--- config.mk ---
export PLATFORM = sky130hd
export DESIGN_NAME = dpr_div_cell
export DESIGN_NICKNAME = d
export VERILOG_FILES = /design/src/rtl/core/dpr_pkg.sv /design/src/rtl/core/dpr_div_cell.sv
export SDC_FILE = /design/constraint.sdc
export NUM_CORES = 1
export LEC_CHECK = 0
export BUFFER_PORTS_ARGS = -buffer_cell sky130_fd_sc_hd__buf_2
export CAP_MARGIN = 10
export CORE_AREA = 2 2 227 229
export CTS_BUF_LIST = sky130_fd_sc_hd__clkbuf_8
export CTS_CLUSTER_DIAMETER = 150
export DETAILED_ROUTE_END_ITERATION = 7
export DIE_AREA = 0 0 229 231
export PLACE_DENSITY = 0.53
export SLEW_MARGIN = 20
export SYNTH_ARGS = -nofsm -noshare
export SYNTH_HDL_FRONTEND = slang
export SYNTH_SLANG_ARGS = --single-unit
--- constraint.sdc ---
create_clock -name i_clk -period 4.3 [get_ports i_clk]
set_input_delay 0 -clock i_clk [delete_from_list [all_inputs] [get_ports i_clk]]
set_output_delay 0 -clock i_clk [all_outputs]
set_load 0.005 [all_outputs]
--- src/rtl/core/dpr_pkg.sv ---
// Shared constants, types and register indexes for the disparity reprojection block.
package dpr_pkg;

    localparam int COORD_BITS = 12;
    localparam int FRAC_BITS  = 16;

    localparam int COL_W   = 12;
    localparam int ROW_W   = 12;
    localparam int DISP_W  = 8;
    localparam int BYTE_W  = 8;
    localparam int COLOR_W = 3 * BYTE_W;
    localparam int CFG_W   = 32;
    localparam int IDX_W   = 3;
    localparam int Q_W     = 32;

    // Signed numerator: pixel term plus a 32-bit register term
    localparam int NUM_TOP = (COORD_BITS + FRAC_BITS > CFG_W - 1) ?
                             (COORD_BITS + FRAC_BITS) : (CFG_W - 1);
    localparam int NUM_W   = NUM_TOP + 2;
    localparam int MAG_W   = NUM_W - 1;
    // Signed divisor: 8-bit disparity times a 32-bit gain plus an offset
    localparam int DEN_W   = DISP_W + 1 + CFG_W;
    localparam int DMAG_W  = DEN_W - 1;
    // Dividend is mag << FRAC_BITS; its low Q_W bits feed the cells one per step
    localparam int SHIFT   = Q_W - FRAC_BITS;
    localparam int HI_W    = MAG_W - SHIFT;

    localparam int NUM_LANES = 3;
    localparam int LANE_X    = 0;
    localparam int LANE_Y    = 1;
    localparam int LANE_Z    = 2;
    localparam int DIV_STEPS = Q_W;

    localparam logic [Q_W-1:0] Q_MAX = {1'b0, {(Q_W-1){1'b1}}};
    localparam logic [Q_W-1:0] Q_MIN = {1'b1, {(Q_W-1){1'b0}}};

    typedef logic [IDX_W-1:0] t_reg_idx;
    localparam t_reg_idx REG_OFFSET_X       = t_reg_idx'(0);
    localparam t_reg_idx REG_OFFSET_Y       = t_reg_idx'(1);
    localparam t_reg_idx REG_FOCAL_TERM     = t_reg_idx'(2);
    localparam t_reg_idx REG_DISPARITY_GAIN = t_reg_idx'(3);
    localparam t_reg_idx REG_DIVISOR_OFFSET = t_reg_idx'(4);

    typedef struct packed {
        logic signed [CFG_W-1:0] offset_x;
        logic signed [CFG_W-1:0] offset_y;
        logic signed [CFG_W-1:0] focal_term;
        logic signed [CFG_W-1:0] disparity_gain;
        logic signed [CFG_W-1:0] divisor_offset;
    } t_cfg;

    typedef struct packed {
        logic [COL_W-1:0]  column;
        logic [ROW_W-1:0]  row;
        logic [DISP_W-1:0] disparity;
        logic [BYTE_W-1:0] blue;
        logic [BYTE_W-1:0] green;
        logic [BYTE_W-1:0] red;
    } t_pix;

    typedef struct packed {
        logic [DMAG_W-1:0] rem;
        logic [Q_W-1:0]    acc;
        logic              neg;
        logic              ovf;
    } t_lane;

    typedef struct packed {
        t_lane [NUM_LANES-1:0] lane;
        logic [DMAG_W-1:0]     den;
        logic                  wzero;
        logic [COLOR_W-1:0]    color;
    } t_cell;

    typedef struct packed {
        logic signed [Q_W-1:0] point_x;
        logic signed [Q_W-1:0] point_y;
        logic signed [Q_W-1:0] point_z;
        logic [COLOR_W-1:0]    packed_color;
        logic                  point_valid;
    } t_point;

endpackage

--- src/rtl/core/dpr_div_cell.sv ---
// One restoring division step for the three coordinate lanes sharing one divisor.
module dpr_div_cell (
    input  logic           i_clk,
    input  logic           i_rst_n,
    input  logic           i_en,
    input  logic           i_valid,
    input  dpr_pkg::t_cell i_cell,
    output logic           o_valid,
    output dpr_pkg::t_cell o_cell
);
    import dpr_pkg::*;

    logic [DMAG_W:0] trial [NUM_LANES];
    logic [DMAG_W:0] diff  [NUM_LANES];
    logic            take  [NUM_LANES];
    t_cell           n_cell;
    t_cell           r_cell;
    logic            r_valid;

    always_comb begin
        n_cell = i_cell;
        for (int k = 0; k < NUM_LANES; k++) begin
            // shift in the next dividend bit, subtract where it fits
            trial[k] = {i_cell.lane[k].rem, i_cell.lane[k].acc[Q_W-1]};
            diff[k]  = trial[k] - {1'b0, i_cell.den};
            take[k]  = (trial[k] >= {1'b0, i_cell.den});
            n_cell.lane[k].rem = take[k] ? diff[k][DMAG_W-1:0] : trial[k][DMAG_W-1:0];
            n_cell.lane[k].acc = {i_cell.lane[k].acc[Q_W-2:0], take[k]};
        end
    end

    always_ff @(posedge i_clk) begin
        if (!i_rst_n) begin
            r_valid <= 1'b0;
        end else if (i_en) begin
            r_valid <= i_valid;
        end
    end

    always_ff @(posedge i_clk) begin
        if (i_en) begin
            r_cell <= n_cell;
        end
    end

    assign o_valid = r_valid;
    assign o_cell  = r_cell;

    a_rem_x: assert property (@(posedge i_clk) disable iff (!i_rst_n)
        i_valid && !i_cell.wzero && !i_cell.lane[LANE_X].ovf
        |-> i_cell.lane[LANE_X].rem < i_cell.den)
        else $error("x lane remainder not below divisor");
    a_rem_y: assert property (@(posedge i_clk) disable iff (!i_rst_n)
        i_valid && !i_cell.wzero && !i_cell.lane[LANE_Y].ovf
        |-> i_cell.lane[LANE_Y].rem < i_cell.den)
        else $error("y lane remainder not below divisor");
    a_rem_z: assert property (@(posedge i_clk) disable iff (!i_rst_n)
        i_valid && !i_cell.wzero && !i_cell.lane[LANE_Z].ovf
        |-> i_cell.lane[LANE_Z].rem < i_cell.den)
        else $error("z lane remainder not below divisor");

endmodule

* After elaboration in Yosys (flattened, before gate mapping)
Cells that the tools add are included.
Storage, ports and cells: output and inout bits 288, flip-flop bits (word level) 288, bits of input ports 291
Operators by class: $lt $le $gt $ge 3, muxes and demuxes 3, add/sub/neg operators 3
Operators with widths (count):
- 41-bit by 40-bit >= comparator with 1-bit output | 3
- 40-bit two-way mux | 3
- 40-bit subtractor | 3

* Depth between registers and ports, before layout
depth after elaboration 2, gate-level depth with buffers 16, mapped depth without buffers 13

* Least setup slack after synthesis
Ideal clock, no wire load.
path type input to register, start input port i_cell[98] (netlist bit), end register r_cell, in the netlist o_cell[137], data pin, buffers on the path 0, slack 1.549 ns, setup time 0.260 ns, stages 13, arrival 2.491 ns, required time 4.040 ns, cell sequence inv_1 > ha_1 > fa_1 > nand2b_1 > a211o_1 > a31o_2 > a31o_2 > a31o_2 > o31a_1 > o21ai_0 > a21oi_1 > xnor2_1 > mux2_2
RTL lines:
- start: declaration | RTL line dpr_div_cell.sv:7 | input dpr_pkg::t_cell i_cell,
- end signal: assignment | RTL line dpr_div_cell.sv:42 | r_cell <= n_cell;
- end: declaration | RTL line dpr_div_cell.sv:17 | t_cell r_cell;

==> summary by stage <==
Status
The flow ran to the end, and the final reports show no timing, DRC or antenna violations.

Worst setup path
The stage delay of the slowest cell on the critical path is 560 ps. The largest driver fanout on the critical path is 31. The sort of element at the end of the critical path is a register.

The signal on the critical path passes through dlygate4sd3_1 > buf_2 > inv_1 > ha_1 > a21oi_1 > o21ai_1 > a21oi_1 > o31ai_1 > a211oi_2 > a21oi_1 > a221o_1 > a21o_2 > buf_12 > nor2_1 > a21oi_1 > dlygate4sd3_1. The critical path data arrival time is 4100 ps. The cell with the largest stage delay on the worst path is sky130_fd_sc_hd__dlygate4sd3_1. The path type of the worst setup path is primary input to register. The most prevalent standard cell on the critical path is sky130_fd_sc_hd__a21oi_1. At the worst endpoint, the required time is 4690 ps. The nature of the critical path startpoint is a primary input.

Global routing
The first global-routing pass estimated 99400 µm of wire. Summed over all layers, the global routing overflow is 0. The total routing usage reported by global routing is 0.252. The number of global-route vias before repair was between 15000 and 20000.

The maximum number of pins on one net before global-route repair is 103. The initial antenna violation count is 8.

Layout
The core occupancy in the finished layout is 0.482. The share of cells above drive strength 1 is 0.300. The summed area of non-filler cells in the final layout is 24400 µm². The net count of the finished layout is 2805.

Relative to the synthesized area, the layout overhead comes to 46.0%.

CTS
The CTS H-tree depth is 2. After clock tree synthesis, the clock-pin slew on the worst setup and hold paths is 70 ps. TritonCTS built the clock tree. The root buffer cell is sky130_fd_sc_hd__clkbuf_8. Once the clock tree was built, the setup fixing pass inserted 0 buffers. The clock insertion delay at the later pin of the skew report is between 600 and 700 ps.

The number of buffers inserted during clock tree synthesis is 54. The clock sink count is ~290. The largest buffer count on any clock path is 3.

STA
Hold timing on the final database bottoms out at a slack of around 70 ps. In this run the tightest slew margin relative to its limit is 0.388. Dividing the final minimum period by the clock period gives 0.862.

The final critical path time including I/O delays and setup is 3710 ps. The total count of max-transition violations in the final report is 0. Setup violations remaining at the end of the flow were counted as 0. The number of hold-slack violations in the final timing report is 0. The setup TNS is 0 ps. The clock tree skew after final layout is 0 ps. At the pin with the least slew margin, the transition time is slightly above 900 ps. Setup repair after global routing left no endpoint under its margin. Based on the critical path, the design can be clocked at up to 270 MHz.

Die
The width of the die is 229 µm. The die area is ~53000 µm². In this run the vertical extent of the chip is between 200 and 250 µm. For this configuration, the core starts out at a cell density of 0.330. Pin placement for this block handled around 580 I/O pins. The region available for standard cell placement spans about 51000 µm². The number of core rows is 83.

Place
Once placement finished, the instance area stood at 20400 µm². The total half-perimeter wirelength after legalization and detailed placement is 53500 µm. The weighted congestion reported at the end of routability-driven placement is 0.913.

The count of buffers added on input and output ports is 578.

Power
The maximum vdd drop is around 0.21 mV. The analysis attributes to net switching a power of between 0.002 and 0.003 W. The proportion of total power due to net switching is 0.306. For this design the ratio of total power to cell area is 354 nW/µm².

The cell-internal power is 0.00600 W. The combinational fraction of design power is 0.269. The portion of total power attributed to sequential cells is 0.416. In this run the static leakage power is 10.7 nW. The proportion of power drawn by the clock network is 0.315. The design draws 0.00864 W.

Logic synthesis
Of the total synthesized cell area, the portion taken by AND, OR, NAND and NOR gates is 0.103. For this run, the register share of the synthesized area comes to 0.517. The total nets after synthesis is roughly 1900. The number of cells produced by synthesis is ~1500. The post-synthesis async set-or-reset flop share is 0. Dividing the synthesized area by the synthesized cell count gives 11.1 µm². The adder and majority cell fraction of the synthesized area is 0.0934.

Yosys mapped a number of flops with a built-in enable equal to 287. The post-synthesis compound-gate area fraction was 0.166. By area, the combinational part of the netlist is dominated by compound AO/OA/AOI/OAI gates. The most used flip-flop cell after synthesis is sky130_fd_sc_hd__edfxtp_1. The post-synthesis sequential element count is 288. The area of the mapped netlist is 16700 µm². The XOR/XNOR share of the synthesized area is 0.0545. Measured against the total synthesized area, the mux share comes to 0.0338. The number of warnings printed during yosys synthesis is 0. The count of different cell masters after synthesis is 70.

Drt
Using the TritonRoute via totals, the vias-per-cell ratio works out to 5.00. The number of vias in the routed layout is around 16000. The final antenna-violating net count is 0. The first detailed-routing pass ran for 5 iterations.

The total detailed-routing wirelength is 68900 µm. In the routed design, unresolved DRC markers number 0. After the first detailed-routing iteration, the DRC count stood at 927. After detailed routing, the average wire length per cell comes to 22.0 µm.

Job
The total of max-cap violations is 0.

Min path
The path class of the tightest hold or removal check is primary input to register.
-- power by group through the flow --
stage / sequential (W) / combinational [W] / clock [W]
2_1_floorplan: 0.00367 / 0.00108 / 0
3_5_place_dp: 0.00364 / 0.00208 / 0
6_report: 0.00359 / 0.00233 / 0.00272
4_1_cts: 0.00359 / 0.00232 / 0.00280
3_3_place_gp: 0.00364 / 0.00209 / 0
5_1_grt: 0.00362 / 0.00253 / 0.00293
-- cells by family (layout without fill, tap and decap cells) --
logic type | count (synthesis) | after routing
and+or+nand+nor | 365 | 365
DFF | 288 | 288
adders and majority gates | 123 | 123
buffers and inverters | 132 | 1062
muxes | 47 | 47
other | 0 | 8
AOI/OAI and AO/OA | 447 | 447
xor gates and xnor gates | 104 | 104
-- metrics by stage --
| stage | instances | worst slack (ps) |
|---|---|---|
| final | 3124 | 594 |
| after global routing | 3122 | 348 |
| after CTS | 3116 | 670 |
| after detailed placement | 2722 | 685 |
| after global placement | 2722 | 799 |
| after floorplan | 1506 | 1550 |
-- worst paths after layout --
| path | startpoint | to | slack, ps | cells after the start |
|---|---|---|---|---|
| hold reg to reg | o_valid | o_valid | 1120 | 3 |
| setup / recovery | i_cell[31] | o_cell[100] | 590 | 16 |
| hold / removal | i_cell[82] | o_cell[83] | 70 | 2 |
| setup reg to reg | o_valid | o_valid | 3120 | 3 |
-- critical path, delay by kind of cell --
kind,cells,cell delay (ps)
adder cells (fa/ha/maj),1,350
AND/OR/NAND/NOR,1,100
buffers and inverters,5,1660
AO/OA/AOI/OAI,9,1980
-- layout make-up --
class                      count  area, µm²
timing repair buffer         883       5980
tap                          680        851
fill                        4786      26300
inverter                      78        293
clock inverter                46        322
sequential                   288       8640
multi-input combinational   1086       7550
antenna                        8       20.0
clock buffer                  55        757
-- flip-flops by register name, indices dropped and copies added, names as in the netlist --
name and count:
o_cell 287, o_valid 1
-- placed cells by master, fill, tap and decap left out, drive strengths merged, types with 5 or more instances in the layout --
cell type	count
and4	6
nand2b	14
nor3	25
mux2	46
and2	8
nor2b	9
nand3	29
o211ai	6
o21ai	68
buf	590
nor2	125
nand4	27
xnor2	70
or2	5
clkinv	23
dlygate4sd3	293
xor2	34
inv	95
nand2	90
a31oi	12
o21a	16
or3	6
a21o	61
a31o	5
and3	12
ha	120
o31ai	11
clkbuf	55
o21bai	21
a211oi	12
diode	8
edfxtp	287
a21oi	197
-- metal layers --
metal	vias up	GRT usage	part of all wire
met5	-	0.000919	0
met4	0	0.131	0.057
met3	157	0.0555	0.065
met2	633	0.434	0.48
met1	7404	0.295	0.40
li1	7433	-	-
-- synth_stat cells, types with 5 or more instances --
master / n / area [µm²]
sky130_fd_sc_hd__a211oi_1: 11 / 82.6
sky130_fd_sc_hd__clkbuf_1: 36 / 135
sky130_fd_sc_hd__and3_1: 12 / 75.1
sky130_fd_sc_hd__and2_1: 8 / 50.1
sky130_fd_sc_hd__xnor2_1: 70 / 613
sky130_fd_sc_hd__edfxtp_1: 287 / 8620
sky130_fd_sc_hd__nor2_1: 124 / 465
sky130_fd_sc_hd__nor2b_1: 9 / 56.3
sky130_fd_sc_hd__nand4_1: 27 / 169
sky130_fd_sc_hd__or2_2: 5 / 31.3
sky130_fd_sc_hd__buf_2: 12 / 60.1
sky130_fd_sc_hd__a21oi_1: 193 / 966
sky130_fd_sc_hd__o31ai_1: 11 / 82.6
sky130_fd_sc_hd__nand2_1: 90 / 338
sky130_fd_sc_hd__mux2_4: 10 / 150
sky130_fd_sc_hd__xor2_1: 34 / 298
sky130_fd_sc_hd__a21o_1: 61 / 458
sky130_fd_sc_hd__nor3_1: 25 / 125
sky130_fd_sc_hd__or3_1: 6 / 37.5
sky130_fd_sc_hd__nand3_1: 29 / 145
sky130_fd_sc_hd__mux2_2: 36 / 405
sky130_fd_sc_hd__a31o_2: 5 / 43.8
sky130_fd_sc_hd__nand2b_1: 14 / 87.6
sky130_fd_sc_hd__o211ai_1: 5 / 37.5
sky130_fd_sc_hd__o21a_1: 16 / 120
sky130_fd_sc_hd__ha_1: 120 / 1500
sky130_fd_sc_hd__a31oi_1: 12 / 75.1
sky130_fd_sc_hd__o21bai_1: 20 / 150
sky130_fd_sc_hd__and4_1: 6 / 52.6
sky130_fd_sc_hd__o21ai_0: 64 / 320
sky130_fd_sc_hd__inv_1: 76 / 285
-- what timing repair did --
item / 4_1_cts / 5_1_grt
hold endpoints to repair: 351 / 0
gates resized for setup: 0 / 0
hold buffers: 293 / 0
Power figures use the tool's default switching activity.
