## src/rtl/core/dpr_pkg.sv

```systemverilog
// Shared constants, types and register indexes for the disparity reprojection block.
package dpr_pkg;

    localparam int COORD_BITS = 12;
    localparam int FRAC_BITS  = 16;

    localparam int COL_W   = 12;
    localparam int ROW_W   = 12;
    localparam int DISP_W  = 8;
    localparam int BYTE_W  = 8;
    localparam int COLOR_W = 3 * BYTE_W;
    localparam int CFG_W   = 32;
    localparam int IDX_W   = 3;
    localparam int Q_W     = 32;

    // Signed numerator: pixel term plus a 32-bit register term
    localparam int NUM_TOP = (COORD_BITS + FRAC_BITS > CFG_W - 1) ?
                             (COORD_BITS + FRAC_BITS) : (CFG_W - 1);
    localparam int NUM_W   = NUM_TOP + 2;
    localparam int MAG_W   = NUM_W - 1;
    // Signed divisor: 8-bit disparity times a 32-bit gain plus an offset
    localparam int DEN_W   = DISP_W + 1 + CFG_W;
    localparam int DMAG_W  = DEN_W - 1;
    // Dividend is mag << FRAC_BITS; its low Q_W bits feed the cells one per step
    localparam int SHIFT   = Q_W - FRAC_BITS;
    localparam int HI_W    = MAG_W - SHIFT;

    localparam int NUM_LANES = 3;
    localparam int LANE_X    = 0;
    localparam int LANE_Y    = 1;
    localparam int LANE_Z    = 2;
    localparam int DIV_STEPS = Q_W;

    localparam logic [Q_W-1:0] Q_MAX = {1'b0, {(Q_W-1){1'b1}}};
    localparam logic [Q_W-1:0] Q_MIN = {1'b1, {(Q_W-1){1'b0}}};

    typedef logic [IDX_W-1:0] t_reg_idx;
    localparam t_reg_idx REG_OFFSET_X       = t_reg_idx'(0);
    localparam t_reg_idx REG_OFFSET_Y       = t_reg_idx'(1);
    localparam t_reg_idx REG_FOCAL_TERM     = t_reg_idx'(2);
    localparam t_reg_idx REG_DISPARITY_GAIN = t_reg_idx'(3);
    localparam t_reg_idx REG_DIVISOR_OFFSET = t_reg_idx'(4);

    typedef struct packed {
        logic signed [CFG_W-1:0] offset_x;
        logic signed [CFG_W-1:0] offset_y;
        logic signed [CFG_W-1:0] focal_term;
        logic signed [CFG_W-1:0] disparity_gain;
        logic signed [CFG_W-1:0] divisor_offset;
    } t_cfg;

    typedef struct packed {
        logic [COL_W-1:0]  column;
        logic [ROW_W-1:0]  row;
        logic [DISP_W-1:0] disparity;
        logic [BYTE_W-1:0] blue;
        logic [BYTE_W-1:0] green;
        logic [BYTE_W-1:0] red;
    } t_pix;

    typedef struct packed {
        logic [DMAG_W-1:0] rem;
        logic [Q_W-1:0]    acc;
        logic              neg;
        logic              ovf;
    } t_lane;

    typedef struct packed {
        t_lane [NUM_LANES-1:0] lane;
        logic [DMAG_W-1:0]     den;
        logic                  wzero;
        logic [COLOR_W-1:0]    color;
    } t_cell;

    typedef struct packed {
        logic signed [Q_W-1:0] point_x;
        logic signed [Q_W-1:0] point_y;
        logic signed [Q_W-1:0] point_z;
        logic [COLOR_W-1:0]    packed_color;
        logic                  point_valid;
    } t_point;

endpackage

```

## src/rtl/core/dpr_if.sv

```systemverilog


interface dpr_pt_if;
    import dpr_pkg::*;
    logic                  valid;
    logic                  ready;
    logic signed [Q_W-1:0] point_x;
    logic signed [Q_W-1:0] point_y;
    logic signed [Q_W-1:0] point_z;
    logic [COLOR_W-1:0]    packed_color;
    logic                  point_valid;
    modport source (output valid, point_x, point_y, point_z, packed_color, point_valid,
                    input ready);
    modport sink   (input valid, point_x, point_y, point_z, packed_color, point_valid,
                    output ready);
endinterface


```

## src/rtl/core/dpr_finish.sv

```systemverilog
// Sign and saturation of the quotients, then a two-entry output skid buffer.
module dpr_finish (
    input  logic           i_clk,
    input  logic           i_rst_n,
    input  logic           i_valid,
    input  dpr_pkg::t_cell i_cell,
    output logic           o_en,
    dpr_pt_if.source       o_pt
);
    import dpr_pkg::*;

    localparam logic [1:0] SKID_EMPTY = 2'd0;
    localparam logic [1:0] SKID_ONE   = 2'd1;
    localparam logic [1:0] SKID_FULL  = 2'd2;

    function automatic logic [Q_W-1:0] saturate(input logic [Q_W-1:0] q,
                                                input logic neg, input logic ovf);
        if (neg) begin
            if (ovf || (q > Q_MIN)) begin
                return Q_MIN;
            end
            return -q;
        end
        if (ovf || q[Q_W-1]) begin
            return Q_MAX;
        end
        return q;
    endfunction

    t_point     n_point;
    t_point     n_slot0;
    t_point     n_slot1;
    t_point     r_slot0;
    t_point     r_slot1;
    logic [1:0] n_count;
    logic [1:0] r_count;
    logic       push;
    logic       pop;

    always_comb begin
        n_point.point_valid  = !i_cell.wzero;
        n_point.packed_color = i_cell.color;
        if (i_cell.wzero) begin
            n_point.point_x = '0;
            n_point.point_y = '0;
            n_point.point_z = '0;
        end else begin
            n_point.point_x = signed'(saturate(i_cell.lane[LANE_X].acc,
                              i_cell.lane[LANE_X].neg, i_cell.lane[LANE_X].ovf));
            n_point.point_y = signed'(saturate(i_cell.lane[LANE_Y].acc,
                              i_cell.lane[LANE_Y].neg, i_cell.lane[LANE_Y].ovf));
            n_point.point_z = signed'(saturate(i_cell.lane[LANE_Z].acc,
                              i_cell.lane[LANE_Z].neg, i_cell.lane[LANE_Z].ovf));
        end
    end

    // advance the pipeline only while a slot is sure to be free
    assign o_en = (r_count != SKID_FULL);
    assign push = i_valid && o_en;
    assign pop  = (r_count != SKID_EMPTY) && o_pt.ready;

    always_comb begin
        n_slot0 = r_slot0;
        n_slot1 = r_slot1;
        n_count = r_count;
        case ({push, pop})
            2'b10: begin
                if (r_count == SKID_EMPTY) begin
                    n_slot0 = n_point;
                end else begin
                    n_slot1 = n_point;
                end
                n_count = r_count + 2'd1;
            end
            2'b01: begin
                n_slot0 = r_slot1;
                n_count = r_count - 2'd1;
            end
            2'b11: begin
                n_slot0 = (r_count == SKID_ONE) ? n_point : r_slot1;
            end
            default: begin
            end
        endcase
    end

    always_ff @(posedge i_clk) begin
        if (!i_rst_n) begin
            r_count <= SKID_EMPTY;
        end else begin
            r_count <= n_count;
        end
    end

    always_ff @(posedge i_clk) begin
        r_slot0 <= n_slot0;
        r_slot1 <= n_slot1;
    end

    assign o_pt.valid        = (r_count != SKID_EMPTY);
    assign o_pt.point_x      = r_slot0.point_x;
    assign o_pt.point_y      = r_slot0.point_y;
    assign o_pt.point_z      = r_slot0.point_z;
    assign o_pt.packed_color = r_slot0.packed_color;
    assign o_pt.point_valid  = r_slot0.point_valid;

    a_count_range: assert property (@(posedge i_clk) disable iff (!i_rst_n)
        r_count != 2'd3)
        else $error("skid count out of range");
    a_full_pop: assert property (@(posedge i_clk) disable iff (!i_rst_n)
        (r_count == SKID_FULL) && pop |=> r_slot0 == $past(r_slot1))
        else $error("second skid entry lost on pop");
    a_invalid_zero: assert property (@(posedge i_clk) disable iff (!i_rst_n)
        o_pt.valid && !o_pt.point_valid
        |-> (o_pt.point_x == '0) && (o_pt.point_y == '0) && (o_pt.point_z == '0))
        else $error("point with zero divisor carries coordinates");

endmodule

```

## src/flat_wrapper.sv

```systemverilog
// flat-port wrapper written by rule: the top's interface ports become plain ports
module dpr_finish_flat import dpr_pkg::*;
  (i_clk, i_rst_n, i_valid, i_cell, o_en, o_pt_valid, o_pt_point_x, o_pt_point_y, o_pt_point_z, o_pt_packed_color, o_pt_point_valid, o_pt_ready);
  dpr_pt_if o_pt_i ();
  input  logic i_clk;
  input  logic i_rst_n;
  input  logic i_valid;
  input  dpr_pkg::t_cell i_cell;
  output logic o_en;
  output wire logic [$bits(o_pt_i.valid)-1:0] o_pt_valid;
  output wire logic [$bits(o_pt_i.point_x)-1:0] o_pt_point_x;
  output wire logic [$bits(o_pt_i.point_y)-1:0] o_pt_point_y;
  output wire logic [$bits(o_pt_i.point_z)-1:0] o_pt_point_z;
  output wire logic [$bits(o_pt_i.packed_color)-1:0] o_pt_packed_color;
  output wire logic [$bits(o_pt_i.point_valid)-1:0] o_pt_point_valid;
  input wire logic [$bits(o_pt_i.ready)-1:0] o_pt_ready;
  assign o_pt_valid = o_pt_i.valid;
  assign o_pt_point_x = o_pt_i.point_x;
  assign o_pt_point_y = o_pt_i.point_y;
  assign o_pt_point_z = o_pt_i.point_z;
  assign o_pt_packed_color = o_pt_i.packed_color;
  assign o_pt_point_valid = o_pt_i.point_valid;
  assign o_pt_i.ready = o_pt_ready;
  dpr_finish u_core (.i_clk(i_clk), .i_rst_n(i_rst_n), .i_valid(i_valid), .i_cell(i_cell), .o_en(o_en), .o_pt(o_pt_i));
endmodule
```

## config.mk

```make
export PLATFORM = sky130hd
export DESIGN_NAME = dpr_finish_flat
export DESIGN_NICKNAME = d
export VERILOG_FILES = /design/src/rtl/core/dpr_pkg.sv /design/src/rtl/core/dpr_if.sv /design/src/rtl/core/dpr_finish.sv /design/src/flat_wrapper.sv
export SDC_FILE = /design/constraint.sdc
export NUM_CORES = 1
export LEC_CHECK = 0
export ABC_CLOCK_PERIOD_IN_PS = 17200
export BUFFER_PORTS_ARGS = -buffer_cell sky130_fd_sc_hd__buf_4
export CAP_MARGIN = 30
export CORE_MARGIN = 2
export CORE_UTILIZATION = 45
export CTS_CLUSTER_DIAMETER = 150
export DETAILED_ROUTE_END_ITERATION = 6
export PLACE_DENSITY = 0.85
export SLEW_MARGIN = 0
export SYNTH_ARGS = -nofsm -noshare
export SYNTH_HDL_FRONTEND = slang
export SYNTH_SLANG_ARGS = --single-unit
```

## constraint.sdc

```tcl
create_clock -name i_clk -period 17.2 [get_ports i_clk]
set_input_delay 0.86 -clock i_clk [delete_from_list [all_inputs] [get_ports i_clk]]
set_output_delay 0.86 -clock i_clk [all_outputs]
set_load 0.03 [all_outputs]
```

# ---- Yosys cells after proc, flatten, opt, wreduce, memory -nomap -nowiden
# Cells that the tools add are included.
dict set report totals {
  regBits 244
  inputBits 291
  output_inout_bits 123
  word_cells 88
}
dict set report op_classes {
  eq_ne 6
  bitwise_logic 1
  mux 47
  reduce_logical 15
  add_sub_neg 5
  magnitude_cmp 3
}
# operator n
set op_table {}
lappend op_table {{32-bit 2-to-1 mux} 18}
lappend op_table {{121-bit one-hot mux with 3 select lines} 1}
lappend op_table {{121-bit 2-to-1 mux} 2}
lappend op_table {{32-bit > comparator, second input constant} 3}
lappend op_table {{96-bit 2-to-1 mux} 1}
lappend op_table {{32-bit negation} 3}
lappend op_table {{1-bit 2-to-1 mux} 24}
lappend op_table {{1-bit logical OR} 6}
lappend op_table {{2-bit by 1-bit equality test with 1-bit output, second input constant} 2}
lappend op_table {{2-bit equality test, second input constant} 2}
lappend op_table {{2-bit one-hot mux with 2 select lines} 1}
lappend op_table {{2-bit AND reduction} 2}
lappend op_table {{2-bit nonzero test} 2}
lappend op_table {{3-bit nonzero test} 1}
lappend op_table {{2-bit by 1-bit adder with 2-bit output, second input constant} 1}
lappend op_table {{1-bit logical AND} 2}
lappend op_table {{2-bit zero test} 1}
lappend op_table {{2-bit by 1-bit inequality test with 1-bit output, second input constant} 1}
lappend op_table {{2-bit inequality test, second input constant} 1}
lappend op_table {{2-bit by 1-bit subtractor with 2-bit output, second input constant} 1}
lappend op_table {{1-bit zero test} 1}
lappend op_table {{1-bit NOT} 1}

# ---- Longest topological paths before layout
# Gate-level depths: netlist (run 1).
dict set report depth {
  word_depth 13
  depth_mapped 12
  mapped_depth_nobuf 10
}

# ---- Worst setup path before layout (run 1)
# Ideal clock, no wire load.
dict set report synth_timing {
  path_type {reg-to-reg}
  from {register u_core.r_count[0]}
  to {register u_core.r_slot0 (netlist bit u_core.o_pt.packed_color[0]) (enable)}
  synth_period_minus_slack_ns 10.183
  path_stages_with_launch 6
  slack_ns 7.017
  setup_time_ns 0.768
  required_ns 16.432
  arrival_ns 9.415
  path_buffers 0
  cell_sequence {dfxtp_1 inv_1 ha_1 inv_1 nand2_1 o21ai_0}
}
dict set report synth_via {
  elab_chain_cells 5
  word_cells_on_any_way 11
  cone_classes {5 x eq/ne; 6 x reduce/logical}
}
# element line_no
set synth_rtl {}
lappend synth_rtl {{start: declaration} dpr_finish.sv:36} ;# logic [1:0] r_count;
lappend synth_rtl {{start signal: assignment} dpr_finish.sv:91} ;# r_count <= n_count;
lappend synth_rtl {{2-bit inequality test *} dpr_finish.sv:58} ;# assign o_en = (r_count != SKID_FULL);
lappend synth_rtl {{named net o_en} flat_wrapper.sv:9} ;# output logic o_en;
lappend synth_rtl {{1-bit logical AND *} dpr_finish.sv:59} ;# assign push = i_valid && o_en;
lappend synth_rtl {{2-bit equality test / 2-bit by 1-bit equality test with 1-bit output (equally long branches)} dpr_finish.sv:66} ;# case ({push, pop})
lappend synth_rtl {{2-bit by 1-bit inequality test with 1-bit output (no source line) / 3-bit nonzero test (equally long branches)} --}
lappend synth_rtl {{2-bit AND reduction (no source line) *} --}
lappend synth_rtl {{end signal: assignment} dpr_finish.sv:96} ;# r_slot0 <= n_slot0;
lappend synth_rtl {{end: declaration} dpr_finish.sv:33} ;# t_point r_slot0;
# The timed path passes the listed nets; every way through them passes the cells marked *.
# A chain may end at the register's enable or synchronous reset.

==> flow_summary.json, run 1 <==
{
  "drc_errors": 0,
  "grt_first_pass_wirelength_um": 53100,
  "finClkSkew_ns": 0.0145,
  "final_area_um2": 15300,
  "start_util": 0.457,
  "ioPinCount": 414,
  "dp_hpwl_um": 24100,
  "die_x_um": 169,
  "power_leakage_nw": 5.61,
  "place_congestion": 0.894,
  "holdWs_ns": 0.519,
  "synthCells": 1108,
  "synth_flop_cell": "edfxtp_1",
  "synth-async-reset-ratio": 0,
  "htree_levels": 1,
  "fin_crit_sh": 0.230,
  "grt_max_degree": 65,
  "cts_setup_buffers": 0,
  "numPortBuffers": 253,
  "antennaDiodeCount": 0,
  "worstSetupStartpointType": "flop",
  "drt-vias-per-instance": 6.05,
  "yosysSeqAreaShare": 0.597,
  "clk_latency_ns": 0.53,
  "cts_hold_buf": 0,
  "crit_start": "u_core.r_count[0]",
  "syn_avg_cell_area_um2": 11.1,
  "nNetsFinal": 1633,
  "dr_total_vias": 10200,
  "synth_edf_count": 242,
  "core_area_um2": 26800,
  "final_antenna_net_count": 0,
  "critPathRequiredTime_ns": 17.47,
  "nFillCells": 2248,
  "drive_gt1_frac": 0.242,
  "status": "complete, no violations",
  "end_kind": "flop",
  "total_power_mw": 2.49,
  "rr_endpoint": "u_core.o_pt.point_x[12]",
  "synth_area_leaders": "edfxtp_1 (59%), nor2_1 (3.9%), o21ai_0 (3.8%)",
  "hp-class": "primary input to flop",
  "peakVddDrop_mv": 0.117,
  "rsz0062_at_grt": "false",
  "setup-violations-final": 0,
  "fin_setup_tns_ns": 0,
  "grt_overflow": 0,
  "max_freq_mhz": 253,
  "std_cell_rows": 60,
  "tritoncts": "yes",
  "track_usage": 0.234,
  "die_y_um": 169,
  "yosys_warnings": 0,
  "synthDistinctLibCells": 69,
  "reg2reg_setup_slack_ns": 13.25,
  "wl_um": 35300,
  "cts_resized": 0,
  "hp-start": "i_cell[7]",
  "finalHoldViolations": 0,
  "r2r-start": "u_core.r_count[0]",
  "area_growth_pct": 24.6,
  "grt_pass1_vias": 9810,
  "dr.pass1.iters": 5,
  "synth_top_area_share": 0.593,
  "synth_nets": 1408,
  "regArea_um2": 7310,
  "netlist_area_um2": 12200,
  "p_per_area_nw_per_um2": 163,
  "grt_antenna_before_repair": 0,
  "layout.cells.non_filler": 1690,
  "drtIter0Drc": 911,
  "dp_cells": 1645,
  "drt-wirelength-per-cell_um": 20.9,
  "cts_root_buf": "clkbuf_16",
  "placed_area_um2": 14500,
  "relSlewSlack": 0.308,
  "path_clk_slew_ns": 0.06,
  "tightest_slew_ns": 1.03,
  "worstPathArrival_ns": 4.22,
  "timing.final.ws_setup_ns": 13.25,
  "final_util": 0.569,
  "period_minus_slack_ns": 3.95,
  "place_ws_ns": 13.13,
  "synth-seq-cells": 244,
  "multi_input_area_um2": 4610,
  "numCtsBuffers": 27,
  "endpoint": "u_core.o_pt.point_x[12]",
  "clock_sink_count": 244,
  "maxSlewViolCount": 0,
  "clock_path_buffers": 3,
  "cap_violations": 0,
  "rr_worst_depth": 9,
  "cp_max_fo": 26,
  "dieArea_um2": 28600,
  "crit_type": "flop to flop",
  "synth_top_cell_by_area": "edfxtp_1"
}
## critical path, cell delays in order, from the launching register on
cell and delay [ns]:
dfxtp_1 0.37, inv_1 0.08, ha_1 0.25, nand2b_1 0.31, inv_1 0.15, ha_1 0.18, a21o_1 0.74, and2_1 0.43
nand2b_1 0.56, o21ai_0 0.62
## sequential cells by signal, indices dropped and copies added, names as in the netlist
signal,cells
u_core.o_pt.point_z,32
u_core.o_pt.point_valid,1
u_core.r_slot1,121
u_core.r_count,2
u_core.o_pt.point_x,32
u_core.o_pt.point_y,32
u_core.o_pt.packed_color,24
## placed cells by master (no fill, tap or decap), types with 11 or more instances in the layout
cell | netlist | layout
a31oi_1 | 11 | 11
a21oi_1 | 32 | 32
a41oi_1 | 13 | 13
a22o_1 | 43 | 43
o31ai_1 | 20 | 20
o311ai_0 | 14 | 14
nor2_1 | 128 | 127
or3_1 | 18 | 18
nor3_1 | 32 | 32
o21ai_0 | 93 | 92
edfxtp_1 | 242 | 242
nand2_1 | 124 | 124
nand4_1 | 12 | 12
nor2b_1 | 21 | 20
nor4_1 | 16 | 16
buf_4 | 0 | 265
clkbuf_16 | 0 | 27
o22ai_1 | 23 | 23
mux2i_1 | 20 | 20
or4_1 | 15 | 15
inv_1 | 18 | 18
## logic make-up (layout without fill, tap and decap cells)
group	count (synthesis)	in the layout	share of synthesized area
mux	21	21	0.0173
simple gates	436	436	0.179
buf+inv	92	333	0.0290
fa+ha+maj	9	9	0.00920
xor+xnor	3	3	0.00215
flops	244	244	0.597
compound gates	303	303	0.167
## per-layer routing
metal,global-route usage,share of wire,up-vias
li1,-,-,4726
met5,0,0,-
met3,0.0729,0.11,71
met1,0.307,0.41,4907
met4,0.0684,0.027,0
met2,0.377,0.45,517
## power by group
part	internal, mW	switching (mW)	total (mW)
combinational	0.273	0.641	0.914
clock	0.313	0.226	0.540
sequential	0.965	0.0672	1.03
## synthesized netlist by cell type, types with 4 or more instances
library cell  count
edfxtp_1        242
nor2_1          128
nand2_1         124
o21ai_0          93
clkbuf_1         61
a22o_1           43
a21oi_1          32
nor3_1           32
o22ai_1          23
nor2b_1          21
mux2i_1          20
o31ai_1          20
inv_1            18
or3_1            18
nor4_1           16
or4_1            15
o311ai_0         14
a41oi_1          13
nand4_1          12
a31oi_1          11
nand2b_1         10
nand3_1          10
ha_1              9
and3_1            8
buf_2             8
o41ai_1           8
o21ai_1           7
o211ai_1          6
and2_1            5
nor3b_1           5
nor4_2            5
and4_1            4
## how the worst min path moves through the flow
stage                         endpoint  slack, ns  cells past startpoint
5_1_grt             u_core.r_slot1[23]       0.50                      1
3_3_place_gp   u_core.o_pt.point_z[13]       0.50                      2
4_1_cts             u_core.r_slot1[23]       0.50                      1
2_1_floorplan  u_core.o_pt.point_y[14]       0.49                      2
3_5_place_dp   u_core.o_pt.point_valid       0.51                      2
6_report             u_core.r_slot1[8]       0.52                      1
## area by class of cell
type	count	share of cell area
inverter	21	0.00517
tap	341	0.0280
clock buffer	31	0.0453
timing repair buffer	267	0.133
clock inverter	14	0.00754
multi-input combinational	772	0.302
sequential	244	0.479
Power figures use the tool's default switching activity.
==> run 2: changes to the inputs <==
- ABC_CLOCK_PERIOD_IN_PS: 17200 -> 3290
- PLACE_DENSITY: 0.85 -> 0.88
- clock period: 17.2 -> 3.29 ns (I/O delays scaled with it)
==> run 2 against run 1 <==
Sequential power increased to 5.3 times the previous value. Cell count is 2.5% higher. Setup slack got worse by 13 ns. Die area stayed put. Wire length grew 2.5%. Non-clock buffer count grew 41. Cell area up 2.6%. Critical path depth rose by 1.
==> flow_summary.json, run 2 (same netlist as run 1, synthesis figures left out) <==
{
  "numPortBuffers": 253,
  "dr.pass1.iters": 6,
  "final_common_cell": "buf_4",
  "path_delay_family": "simple AND/OR/NAND/NOR gates",
  "cap_violations": 0,
  "final_area_um2": 15700,
  "grt_overflow": 0,
  "grt_pass1_vias": 10100,
  "crit_type": "flop to flop",
  "htree_levels": 1,
  "max_freq_mhz": 337,
  "total_power_mw": 13.1,
  "cp_max_fo": 25,
  "largest-register": "u_core.r_slot1",
  "clk_latency_ns": 0.53,
  "core_area_um2": 26800,
  "wl_um": 36100,
  "numCtsBuffers": 26,
  "grt_max_degree": 122,
  "dr_total_vias": 10500,
  "tritoncts": "yes",
  "relSlewSlack": 0.390,
  "worstSetupStartpointType": "flop",
  "status": "complete, no violations",
  "peakVddDrop_mv": 0.596,
  "grt_first_pass_wirelength_um": 55100,
  "drt-vias-per-instance": 6.06,
  "start_util": 0.457,
  "rsz0062_at_grt": "false",
  "std_cell_rows": 60,
  "die_y_um": 169,
  "path_clk_slew_ns": 0.06,
  "crit_path_max_incr_delay_ns": 0.55,
  "finClkSkew_ns": 0.0159,
  "critPathRequiredTime_ns": 3.69,
  "most-common-layout-cells": "buf_4 (274), edfxtp_1 (242), nor2_1 (127)",
  "fin_crit_sh": 0.903,
  "largest_register_ffs": 121,
  "drtIter0Drc": 1142,
  "hp-class": "primary input to flop",
  "finalHoldViolations": 0,
  "track_usage": 0.243,
  "cts_resized": 0,
  "place_congestion": 1.00,
  "final_antenna_net_count": 0,
  "die_x_um": 169,
  "p_per_area_nw_per_um2": 834,
  "area_growth_pct": 27.9,
  "cp_cell_sequence": "inv_1 -> ha_1 -> nand2b_1 -> inv_1 -> ha_1 -> a21o_1 -> buf_4 -> nand2_1 -> nor2_1 -> a22o_1",
  "path_buf_inv": 3,
  "antennaDiodeCount": 0,
  "placed_area_um2": 14600,
  "power_leakage_nw": 5.77,
  "fin_setup_tns_ns": 0,
  "setup-violations-final": 0,
  "clock_sink_count": 244,
  "drt-wirelength-per-cell_um": 20.9,
  "clock_path_buffers": 3,
  "drive_gt1_frac": 0.247,
  "crit_path_top_delay_cell": "nor2_1",
  "cts_root_buf": "clkbuf_16",
  "tightest_slew_ns": 0.908,
  "grt_antenna_before_repair": 0,
  "end_kind": "flop",
  "ioPinCount": 414,
  "drc_errors": 0,
  "dieArea_um2": 28600,
  "maxSlewViolCount": 0,
  "nNetsFinal": 1673,
  "worstPathArrival_ns": 3.36,
  "dp_hpwl_um": 24200,
  "period_minus_slack_ns": 2.97
}
-- run 2: power by group --
group / total, mW / switching (mW) / leakage, nW / internal (mW)
Clock: 2.72 / 1.22 / 0.371 / 1.50
Sequential: 5.42 / 0.390 / 2.36 / 5.03
Combinational: 4.92 / 3.41 / 3.04 / 1.51
-- run 2: area by class of cell --
type	instances	area (um^2)
sequential	244	7310
tap	341	427
clock buffer	31	691
multi-input combinational	772	4620
fill	2104	11100
clock inverter	16	97.6
inverter	21	81.3
timing repair buffer	308	2440
-- run 2: through the flow --
step / instances / utilization / hold slack, ns / setup slack (ns)
after CTS: 1733 / 0.584 / 0.00278 / 0.347
after global placement: 1656 / 0.544 / 0.356 / 0.536
after detailed placement: 1657 / 0.544 / 0.356 / 0.389
after global routing: 1733 / 0.584 / 0.0314 / 0.173
final: 1733 / 0.584 / 0.0296 / 0.320
after floorplan: 1108 / - / 0.263 / 0.0140
-- run 2: worst reg2reg max path, cell delays in order, from the launching register on --
cell	delay (ns)
dfxtp_1	0.38
inv_1	0.09
ha_1	0.28
nand2b_1	0.33
inv_1	0.17
ha_1	0.18
a21o_1	0.14
buf_4	0.29
nand2_1	0.19
nor2_1	0.55
a22o_1	0.25
-- run 2: repair_timing --
item	4_1_cts	5_1_grt
hold endpoints to repair	54	0
buffers inserted	0	0
hold buffers	29	0
-- run 2: worst paths after layout --
path                           start                      end  slack (ns)  cells past startpoint
setup / recovery   u_core.r_count[0]  u_core.o_pt.point_x[26]        0.32                     10
hold / removal            i_cell[97]      u_core.r_slot1[119]        0.03                      3
setup reg to reg   u_core.r_count[0]  u_core.o_pt.point_x[26]        0.32                     10
hold reg to reg   u_core.r_slot1[50]  u_core.o_pt.point_z[25]        0.51                      2
-- run 2: layer usage --
metal	wire length [um]	vias up	global-route usage
li1	-	4811	-
met1	14000	4968	0.310
met2	16800	643	0.404
met3	4470	84	0.0774
met4	885	0	0.0598
met5	0	-	0
==> run 3: changes to the inputs <==
- CORE_MARGIN: 2 -> 5
- RECOVER_POWER: not set -> 100
==> run 3 against run 2 <==
The flow now finishes with violations (max-capacitance violations, max-slew violations). Cell area is 3.1% lower. Fmax is 1.5% lower. Setup slack worse by 0.045 ns. Worst hold slack better by 0.0091 ns. Register-to-register slack better by 0.05 ns. Combinational power is 14% lower. Clock power is 5% higher. Sequential share of layout area is 1.5 points higher. Critical path depth is 1 higher. Flip-flop and latch count stayed put. Clock skew is 0.0018 ns lower. Clock-buffer cell count is 1 higher. Critical path type is now primary input to flop. Critical endpoint is now u_core.r_slot1[51].
==> flow_summary.json, run 3 (same netlist as run 1, synthesis figures left out) <==
{
  "final_util": 0.565,
  "crit_path_top_delay_cell": "or4b_2",
  "fin_crit_sh": 0.917,
  "htree_levels": 1,
  "tritoncts": "yes",
  "dp_hpwl_um": 25000,
  "total_power_mw": 12.5,
  "die_x_um": 175,
  "dr_total_vias": 10400,
  "cp_max_fo": 31,
  "clock_sink_count": 244,
  "largest-register": "u_core.r_slot1",
  "antennaDiodeCount": 0,
  "power_leakage_nw": 5.26,
  "area_growth_pct": 23.9,
  "fin_setup_tns_ns": 0,
  "grt_pass1_vias": 10100,
  "core_area_um2": 26900,
  "track_usage": 0.220,
  "worstSetupStartpointType": "primary input",
  "p_per_area_nw_per_um2": 823,
  "tightest_slew_ns": 1.51,
  "finalHoldViolations": 0,
  "drt-wirelength-per-cell_um": 20.6,
  "path_clk_slew_ns": 0.07,
  "drtIter0Drc": 1141,
  "most-common-layout-cells": "edfxtp_1 (242), clkbuf_1 (154), nor2_1 (127)",
  "crit_path_max_incr_delay_ns": 0.65,
  "drive_gt1_frac": 0.144,
  "drt-vias-per-instance": 5.99,
  "start_util": 0.456,
  "crit_type": "primary input to flop",
  "cp_common_cell": "nor3_1",
  "path_delay_family": "simple AND/OR/NAND/NOR gates",
  "period_minus_slack_ns": 3.02,
  "final_antenna_net_count": 0,
  "hp-class": "primary input to flop",
  "dr.pass1.iters": 5,
  "grt_first_pass_wirelength_um": 54900,
  "relSlewSlack": -0.00510,
  "end_kind": "flop",
  "nFillCells": 2357,
  "final_common_cell": "edfxtp_1",
  "largest_register_ffs": 121,
  "cts_root_buf": "clkbuf_16",
  "numPortBuffers": 253,
  "ioPinCount": 414,
  "cts_resized": 0,
  "violations": "max-capacitance violations, max-slew violations",
  "finClkSkew_ns": 0.0141,
  "die_y_um": 175,
  "numCtsBuffers": 26,
  "worstPathArrival_ns": 3.36,
  "drc_errors": 0,
  "cap_violations": 1,
  "wl_um": 35900,
  "cp_cell_sequence": "dlygate4sd3_1 -> clkbuf_1 -> inv_1 -> ha_1 -> or4b_2 -> nor3_1 -> buf_4 -> a31oi_1 -> or2_0 -> clkbuf_2 -> nor3_1",
  "grt_overflow": 0,
  "critPathRequiredTime_ns": 3.64,
  "clk_latency_ns": 0.52,
  "dieArea_um2": 30600,
  "rsz0062_at_grt": "false",
  "grt_max_degree": 54,
  "status": "finished, violations left",
  "maxSlewViolCount": 26,
  "clock_path_buffers": 3,
  "max_freq_mhz": 332,
  "grt_antenna_before_repair": 0,
  "path_buf_inv": 5,
  "peakVddDrop_mv": 0.518,
  "std_cell_rows": 60,
  "nNetsFinal": 1682,
  "place_congestion": 0.951,
  "setup-violations-final": 0
}
[run 3: changes by cell type in the layout (fill, tap and decap cells not counted), moves of 2 or more]
cell      previous run  this run
clkinv_1             8         5
o21ai_1              7         5
nor3_1              32        34
clkbuf_8             0         2
clkinv_2             3         5
o21ai_0             92        95
buf_4              274       121
clkbuf_4             0        10
clkbuf_1             4       154
inv_6                1         3
[run 3: path summary, 6_finish.rpt]
path / startpoint / endpoint / slack, ns / cells after the start
max reg2reg: u_core.r_count[0] / u_core.r_slot1[101] / 0.37 / 7
max: i_cell[215] / u_core.r_slot1[51] / 0.27 / 11
min: i_cell[149] / u_core.r_slot1[65] / 0.04 / 3
min reg2reg: u_core.r_slot1[30] / u_core.o_pt.point_z[5] / 0.53 / 2
[run 3: per-stage QoR]
step,instances,hold WS [ns],area (um^2),worst slack [ns]
2_1_floorplan,1108,0.263,12300,0.0140
3_3_place_gp,1665,0.358,14700,0.563
3_5_place_dp,1665,0.358,14700,0.474
4_1_cts,1742,0.0105,15800,0.461
5_1_grt,1743,0.0428,15200,0.195
6_report,1743,0.0387,15200,0.275
[run 3: layout make-up]
| type | count | area, um^2 | share of cell area |
|---|---|---|---|
| clock buffers | 32 | 714 | 0.0471 |
| clock inverters | 16 | 128 | 0.00841 |
| well taps | 341 | 427 | 0.0281 |
| repair buffers | 317 | 1940 | 0.128 |
| flip-flops and latches | 244 | 7310 | 0.481 |
| inverters | 21 | 81.3 | 0.00536 |
| multi-input cells | 772 | 4580 | 0.302 |
[run 3: report_power, final]
group	total, mW	internal [mW]	switching (mW)
combinational	4.22	0.867	3.35
sequential	5.42	5.04	0.384
clock	2.85	1.63	1.22
total	12.5	7.54	4.95
[run 3: timing repair]
action,in CTS,in global routing
hold endpoints to repair,54,0
hold buffers,29,0
buffers inserted,0,0
[run 3: routing by layer]
layer / wire length [um] / track usage
met1: 14600 / 0.298
met2: 16600 / 0.358
met3: 3970 / 0.0632
met4: 705 / 0.0458
met5: 0 / 0
[run 3: tightest hold or removal path, cell delays in order]
cell	delay, ns
buf_4	0.10
o22ai_1	0.10
nor2_1	0.09
